--- src/rtl/sro_pkg.sv ---
`timescale 1ns / 1ps
// Shared types and constants for the sequence reorder buffer.
// No dependencies.
package sro_pkg;

    localparam int OP_BITS         = 2;
    localparam int SEQ_OUT_BITS    = 32;
    localparam int HANDLE_OUT_BITS = 16;

    typedef enum logic [OP_BITS-1:0] {
        OP_UNORDERED = 2'd0,
        OP_ORDERED   = 2'd1,
        OP_POLL      = 2'd2,
        OP_NONE      = 2'd3
    } t_op;

    typedef logic [SEQ_OUT_BITS-1:0] t_seq;

endpackage

--- src/rtl/sro_ram.sv ---
`timescale 1ns / 1ps
// Generic simple dual-port RAM: one write port, one read port, registered read.
// No dependencies.
module sro_ram #(
    parameter int WIDTH = 16,
    parameter int DEPTH = 128
) (
    input  logic                     i_clk,
    input  logic                     i_we,
    input  logic [$clog2(DEPTH)-1:0] i_waddr,
    input  logic [WIDTH-1:0]         i_wdata,
    input  logic                     i_re,
    input  logic [$clog2(DEPTH)-1:0] i_raddr,
    output logic [WIDTH-1:0]         o_rdata
);

    logic [WIDTH-1:0] r_mem [DEPTH];
    logic [WIDTH-1:0] r_rdata;

    always_ff @(posedge i_clk) begin
        if (i_we) begin
            r_mem[i_waddr] <= i_wdata;
        end
        if (i_re) begin
            r_rdata <= r_mem[i_raddr];
        end
    end

    assign o_rdata = r_rdata;

endmodule

--- src/rtl/sequence_reorder_buffer.sv ---
`timescale 1ns / 1ps
// Top level of the receive-side sequence reorder buffer.
// Depends on sro_pkg and sro_ram.

// Every accepted item yields exactly one result, shown for one cycle with
// o_strobe high; the receiver cannot stall, so results must be captured when
// strobed. An item passes through ST_IDLE, ST_READ and ST_DONE: the accept
// cycle parks a new ordered event's handle in the slot RAM, the next cycle
// reads the slot of the next expected sequence, and ST_DONE takes the RAM
// read data and forms the result, which appears on the ports in the following
// cycle. busy is high in ST_READ and ST_DONE; a new item can be accepted
// while the previous result is being strobed. The single registered read port
// of the handle RAM is why ST_DONE follows ST_READ. Slot valid bits sit in
// flip-flops and are cleared by reset; no clearing pass is needed.
module sequence_reorder_buffer
    import sro_pkg::*;
#(
    parameter int SEQ_BITS    = 7,
    parameter int HANDLE_BITS = 16
) (
    input  logic                       i_clk,
    input  logic                       i_rst_n,
    input  logic                       start,
    output logic                       busy,
    input  logic [OP_BITS-1:0]         i_operation,
    input  logic [SEQ_BITS-1:0]        i_seq_low,
    input  logic [HANDLE_BITS-1:0]     i_event_handle,
    output logic                       o_strobe,
    output logic                       o_release_valid,
    output logic [HANDLE_OUT_BITS-1:0] o_release_handle,
    output logic [SEQ_OUT_BITS-1:0]    o_release_seq,
    output logic                       o_more_ready,
    output logic                       o_duplicate_flag
);

    localparam int WINDOW = 1 << SEQ_BITS;

    typedef enum logic [1:0] {
        ST_IDLE,
        ST_READ,
        ST_DONE
    } t_state;

    t_state                       r_state;
    logic [WINDOW-1:0]            r_valid;
    t_seq                         r_next_exp;
    t_op                          r_op;
    logic [HANDLE_BITS-1:0]       r_handle;
    logic                         r_dup;
    logic                         r_rel;

    logic                         r_strobe;
    logic                         r_release_valid;
    logic [HANDLE_OUT_BITS-1:0]   r_release_handle;
    t_seq                         r_release_seq;
    logic                         r_more_ready;
    logic                         r_duplicate_flag;

    logic                         accept;
    logic                         wr_en;
    logic [SEQ_BITS-1:0]          ne_idx;
    logic [SEQ_BITS-1:0]          ne_idx_inc;
    logic [HANDLE_BITS-1:0]       ram_rdata;
    logic [HANDLE_BITS+HANDLE_OUT_BITS-1:0] rd_ext;
    logic [HANDLE_BITS+HANDLE_OUT_BITS-1:0] hd_ext;

    assign busy       = (r_state != ST_IDLE);
    assign accept     = start && !busy;
    assign wr_en      = accept && (t_op'(i_operation) == OP_ORDERED) && !r_valid[i_seq_low];
    assign ne_idx     = r_next_exp[SEQ_BITS-1:0];
    assign ne_idx_inc = ne_idx + SEQ_BITS'(1);

    // Fit handles to the 16-bit result field either way round.
    assign rd_ext = {{HANDLE_OUT_BITS{1'b0}}, ram_rdata};
    assign hd_ext = {{HANDLE_OUT_BITS{1'b0}}, r_handle};

    sro_ram #(
        .WIDTH (HANDLE_BITS),
        .DEPTH (WINDOW)
    ) u_slot_ram (
        .i_clk   (i_clk),
        .i_we    (wr_en),
        .i_waddr (i_seq_low),
        .i_wdata (i_event_handle),
        .i_re    (r_state == ST_READ),
        .i_raddr (ne_idx),
        .o_rdata (ram_rdata)
    );

    always_ff @(posedge i_clk) begin
        if (!i_rst_n) begin
            r_state    <= ST_IDLE;
            r_valid    <= '0;
            r_next_exp <= '0;
            r_strobe   <= 1'b0;
        end else begin
            r_strobe <= 1'b0;
            case (r_state)
                ST_IDLE: begin
                    if (accept) begin
                        r_op     <= t_op'(i_operation);
                        r_handle <= i_event_handle;
                        r_dup    <= (t_op'(i_operation) == OP_ORDERED) && r_valid[i_seq_low];
                        if (wr_en) begin
                            r_valid[i_seq_low] <= 1'b1;
                        end
                        r_state <= ST_READ;
                    end
                end
                ST_READ: begin
                    r_rel   <= ((r_op == OP_ORDERED) || (r_op == OP_POLL)) && r_valid[ne_idx];
                    r_state <= ST_DONE;
                end
                ST_DONE: begin
                    r_strobe         <= 1'b1;
                    r_duplicate_flag <= r_dup;
                    if (r_rel) begin
                        // Release the head entry and advance.
                        r_release_valid  <= 1'b1;
                        r_release_handle <= rd_ext[HANDLE_OUT_BITS-1:0];
                        r_release_seq    <= r_next_exp;
                        r_more_ready     <= r_valid[ne_idx_inc];
                        r_valid[ne_idx]  <= 1'b0;
                        r_next_exp       <= r_next_exp + SEQ_OUT_BITS'(1);
                    end else if (r_op == OP_UNORDERED) begin
                        r_release_valid  <= 1'b1;
                        r_release_handle <= hd_ext[HANDLE_OUT_BITS-1:0];
                        r_release_seq    <= '0;
                        r_more_ready     <= r_valid[ne_idx];
                    end else begin
                        r_release_valid  <= 1'b0;
                        r_release_handle <= '0;
                        r_release_seq    <= '0;
                        r_more_ready     <= r_valid[ne_idx];
                    end
                    r_state <= ST_IDLE;
                end
                default: begin
                    r_state <= ST_IDLE;
                end
            endcase
        end
    end

    assign o_strobe         = r_strobe;
    assign o_release_valid  = r_release_valid;
    assign o_release_handle = r_release_handle;
    assign o_release_seq    = r_release_seq;
    assign o_more_ready     = r_more_ready;
    assign o_duplicate_flag = r_duplicate_flag;

endmodule

--- config.mk ---
export PLATFORM = sky130hd
export DESIGN_NAME = sequence_reorder_buffer
export DESIGN_NICKNAME = d
export VERILOG_FILES = /design/src/rtl/sro_pkg.sv /design/src/rtl/sro_ram.sv /design/src/rtl/sequence_reorder_buffer.sv
export SDC_FILE = /design/constraint.sdc
export NUM_CORES = 2
export LEC_CHECK = 0
export ABC_AREA = 1
export BUFFER_PORTS_ARGS = -buffer_cell sky130_fd_sc_hd__buf_4
export CAP_MARGIN = 20
export CORE_MARGIN = 1.5
export CORE_UTILIZATION = 60
export DETAILED_ROUTE_END_ITERATION = 16
export PLACE_DENSITY = 0.74
export SETUP_SLACK_MARGIN = 0.2
export SLEW_MARGIN = 0
export SYNTH_ARGS = -nofsm -noshare
export SYNTH_HDL_FRONTEND = slang
export SYNTH_SLANG_ARGS = --single-unit
--- constraint.sdc ---
create_clock -name i_clk -period 4.5 [get_ports i_clk]
set_input_delay 0.9 -clock i_clk [delete_from_list [all_inputs] [get_ports i_clk]]
set_output_delay 0.9 -clock i_clk [all_outputs]
set_load 0.005 [all_outputs]
* Word level (Yosys, flattened, before mapping) *
Memory sizes are Yosys's and may differ from the RTL's. A register that Yosys moved wholly into a read port is not among the register bits.
Cells that the tools add are included.

word-level totals
  register bits = 234
  RAM bits = 2048
  input port bits = 28
  memories kept = 1

memory list
  memory            words  width  read ports  clocked after memory_dff  write ports  RTL line       RTL
  u_slot_ram.r_mem  128    16     1           1                         1            sro_ram.sv:17  logic [WIDTH-1:0] r_mem [DEPTH];

operators by class
  add/subtract/negate cells = 2
  $lt $le $gt $ge = 5
  eq/ne operators = 8
  mux-type cells = 23
  bitwise operators = 3
  reductions and logical operators = 19

operator list
  kind                                                                          count
  128-bit 2-to-1 mux                                                            3
  128-bit case mux with 2 select lines                                          1
  128-bit bitwise AND                                                           1
  128-bit NOT                                                                   1
  128-bit bitwise OR                                                            1
  32-bit by 1-bit adder with 32-bit output, second input constant               1
  16-bit 2-to-1 mux                                                             2
  7-bit by 8-bit less-than comparator with 1-bit output, second input constant  3
  1-bit binary-select mux with 7-bit select                                     3
  1-bit demux with 7-bit select                                                 2
  7-bit by 1-bit >= comparator with 1-bit output, second input constant         2
  1-bit 2-to-1 mux                                                              10
  7-bit by 1-bit adder with 7-bit output, second input constant                 1
  1-bit logical AND                                                             7
  2-bit by 1-bit == test with 1-bit output, second input constant               3
  2-bit AND reduction                                                           3
  2-bit == test, second input constant                                          2
  2-bit logical NOT                                                             2
  2-bit inequality test, second input constant                                  2
  2-bit case mux with 2 select lines                                            1
  4-bit AND reduction                                                           1
  2-bit nonzero test                                                            2
  3-bit AND reduction                                                           1
  1-bit logical NOT                                                             2
  3 further kinds                                                               3

* Depth between registers and ports, before layout *
  word-level depth = 8
  depth in mapped cells = 22
  depth with buffers taken out = 17

* By module *
From an unflattened synthesis, not the netlist that was laid out.

unflattened totals
  cell total of the unflattened synthesis = 9307
  area total of the unflattened synthesis = 98525.7 µm²

by module, submodules not included
  module                   times used  cells each  area each (µm²)  seq. area each (µm²)
  sro_ram                  1           6793        82988.3          61979.4
  sequence_reorder_buffer  1           2514        15537.4          5395.2

* Worst setup path before layout *
No wires, ideal clock.

  path kind = input-to-reg
  start point = input i_rst_n
  end point = register r_duplicate_flag (netlist: o_duplicate_flag), enable pin
  library setup time = 0.460 ns
  arrival time = 3.609 ns
  path slack = 0.431 ns
  stages on the path = 4
  cell sequence = clkbuf_1 inv_1 clkbuf_1 nor2_1

between the ends
  word-level cells in the longest chain between the ends = 1

RTL lines
  element                        RTL line                        RTL
  start, declared                sequence_reorder_buffer.sv:22   input logic i_rst_n,
  2-bit AND reduction (no line)  n/a
  end signal, assigned           sequence_reorder_buffer.sv:116  r_duplicate_flag <= r_dup;
  end, declared                  sequence_reorder_buffer.sv:57   logic r_duplicate_flag;

Every way passes these cells.
A chain may end at the register's enable or synchronous reset.

==> impl_metrics.tcl <==
set metrics [dict create \
    cts_tree "done" \
    core_um2 152000 \
    grt_pass1_vias 62900 \
    grt_setup_unrepaired "false" \
    wirelength_mm 312 \
    clock_sinks 2298 \
    die_x_um 394 \
    vias_per_cell 6.79 \
    avgSynthCellArea_um2 12.4 \
    crit_path_max_fanout 55 \
    synth_edf_count 2135 \
    ys.flop_type "edfxtp_1" \
    crit_type "flip-flop to flip-flop" \
    yosysUniqueCellTypes 44 \
    yosysTopAreaCell "edfxtp_1" \
    syn_inst 7429 \
    fin_skew_ps 63.2 \
    crit_arrival_ps 4510 \
    setup_viol 0 \
    grt_antenna_before_repair 17 \
    final_hold_viol_count 0 \
    grt_start_max_net_pins 130 \
    status "completed" \
    cp_num_buf_inv 3 \
    yosysWarnings 0 \
    ys_seq_area_share_pct 73.3 \
    cp-start-kind "flip-flop" \
    drc_errors 0 \
    seq_power_share_pct 53.8 \
    crit_family "simple AND/OR/NAND/NOR gates" \
    vias 67100 \
    drive_above_1_share_pct 12.2 \
    die_y_um 394 \
    slew_headroom_pct 14.6 \
    rows 143 \
    clockBufferDepth 3 \
    clockRootBuffer "clkbuf_16" \
    cts-resized-gates 0 \
    floorplan.initialDensity_pct 60.5 \
    synth_top_area_share_pct 69.8 \
    powerDensity_nw_per_um2 419 \
    die_area_um2 155000 \
    power_mw 43.8 \
    drv_slew 0 \
    synth_seq_cells 2298 \
    nets 7700 \
    cts_buffers 219 \
    slowest_stage "nor3_1" \
    cts_max_level 4 \
    clkSlewWorstSetupHoldPaths_ps 60 \
    max_stage_delay_ps 700 \
    overflow 0 \
    io_buffers 80 \
    place_congestion 0.994 \
    power.switching_mw 10.1 \
    max_freq_mhz 252 \
    ctsHoldBuffers 0 \
    hold_class "input port to flip-flop" \
    finalSetupTns_ps 0 \
    syn_nets 7459 \
    ys_top_cells_by_area "edfxtp_1 (70%), nand2_1 (7.3%), dfxtp_1 (3.6%)" \
    fin_crit_sh_pct 88.0 \
    design_area_um2 104000 \
    worstSkewPairLatency_ps 880 \
    pin_count 81 \
    cpMostUsedCell "nand2_1" \
    grt_first_pass_wirelength_mm 442 \
    p_leak_nw 36.0 \
    drt-wirelength-per-cell_um 31.5 \
    track_usage_pct 39.6 \
    place_ws_ps 484 \
    internal_power_mw 33.7 \
    synth_area_um2 91900 \
    post_cts_buffers 0 \
    p_comb_share_pct 5.4 \
    switching_share_pct 23.0 \
    irDropWorstVdd_mv 0.439 \
    worst_slew_pin_slew_ps 1280 \
    place_area_um2 97500 \
    worstPathCellList "inv_1, nand3_2, inv_8, buf_4, a221oi_1, nand4_1, nand2_1, nand2_1, nor3_1, nand2_1" \
    endpoint_kind "flip-flop" \
    postRouteAntennaNets 0 \
    maxCapViolCount 0 \
    hold_ws_ps 241 \
    ys_async_sr_fraction_pct 0 \
    drt_iter0_drc 13000 \
    dp_hpwl_mm 190 \
    area_growth_pct 13.6 \
    period_needed_ps 3960 \
    setup_slack_ps 539 \
    p_clk_share_pct 40.8 \
    dr.pass1.iters 13 \
    cp.required_ps 5050 \
]
## synthesized netlist by cell type (2+ instances only)
master     instances
o32ai_1           56
o22ai_1           36
inv_2              7
nor3_1           204
a32oi_1           13
o211ai_1           6
clkbuf_1         278
nand4_1          231
xor2_1            10
o2bb2ai_1         10
a211oi_1           5
buf_4             16
o2111a_1           8
and3_1            39
a21oi_1          205
o21ai_0          266
a22o_1            55
a22oi_1          294
a221oi_1         175
edfxtp_1        2135
dfxtp_1          163
nor4_1             2
buf_1             83
nand2_2            2
nand3_1          336
buf_6              2
inv_1            379
o31ai_1            6
or2_2              3
a21o_1             2
nand3b_1           4
nor2_1           482
clkinv_1          11
a31oi_1           10
buf_2             84
nand2_1         1784
ha_1               2
o2111ai_1         17
nor2_2             3
## flip-flops by register name, indices dropped and copies added, names as in the netlist
name / cells
o_strobe: 1
o_duplicate_flag: 1
r_next_exp: 32
r_rel: 1
o_more_ready: 1
u_slot_ram.r_mem: 2048
o_release_valid: 1
r_dup: 1
o_release_handle: 16
o_release_seq: 32
u_slot_ram.o_rdata: 16
r_valid: 128
r_handle: 16
r_op: 2
r_state: 2
## per-layer routing
layer  track usage [%]  vias to the layer above  wire (µm)
met4              22.6                       18      21100
li1                  -                    27600          -
met3              12.6                     1167      51000
met5             0.185                        -        159
met1              53.7                    32000     106000
met2              56.8                     6297     133000
## layout by cell type (no fill, tap or decap), drive strengths merged, types with 17 or more instances in the layout
master,n
a21oi,205
a221oi,175
a22o,55
a22oi,294
and3,39
buf,482
clkbuf,271
clkinv,116
dfxtp,163
edfxtp,2135
inv,392
nand2,1786
nand3,336
nand4,231
nor2,485
nor3,204
o2111ai,17
o21ai,266
o22ai,36
o32ai,56
## path summary, 6_finish.rpt
check | startpoint | end | slack (ps) | cells after the start
setup / recovery | r_next_exp[2] | u_slot_ram.o_rdata[5] | 540 | 10
hold / removal | i_operation[0] | r_op[0] | 240 | 1
setup reg to reg | r_next_exp[2] | u_slot_ram.o_rdata[5] | 540 | 10
hold reg to reg | r_dup | o_duplicate_flag | 450 | 0
## worst register-to-register path, delay by kind of cell (launching register included)
kind | cells | cell delay, ps
and+or+nand+nor | 6 | 1800
DFF | 1 | 550
AOI/OAI and AO/OA | 1 | 420
buffers and inverters | 3 | 860
## cell families after synthesis
kind of cell	share of synthesized area [%]
AND/OR/NAND/NOR	14.2
adder cells (fa/ha/maj)	0.0272
AO/OA/AOI/OAI	8.66
XOR/XNOR	0.105
flip-flops	73.3
buffers and inverters	3.71
## stage by stage
| step | utilization (%) | instances |
|---|---|---|
| 2_1_floorplan | - | 7429 |
| 5_1_grt | 68.7 | 9884 |
| 6_report | 68.7 | 9886 |
| 3_5_place_dp | 64.2 | 9478 |
| 3_3_place_gp | 64.1 | 9477 |
| 4_1_cts | 68.7 | 9883 |
## final cells by class
| class | count | area, µm² |
|---|---|---|
| sequential | 2298 | 67400 |
| inverter | 397 | 1560 |
| clock buffer | 270 | 5690 |
| tap | 2030 | 2540 |
| clock inverter | 135 | 1210 |
| timing repair buffer | 483 | 4200 |
| multi-input combinational | 4271 | 21800 |
| fill | 10200 | 47500 |
| antenna | 2 | 5.00 |
## power by group through the flow
stage / combinational [mW] / sequential (mW) / clock (mW)
after CTS: 2.27 / 23.5 / 17.8
after floorplan: 1.04 / 24.0 / 0
after global placement: 2.23 / 24.0 / 0
after detailed placement: 2.26 / 24.0 / 0
final: 2.38 / 23.5 / 17.8
after global routing: 2.46 / 23.5 / 18.7
No activity file was read; power rests on OpenSTA's default activity.
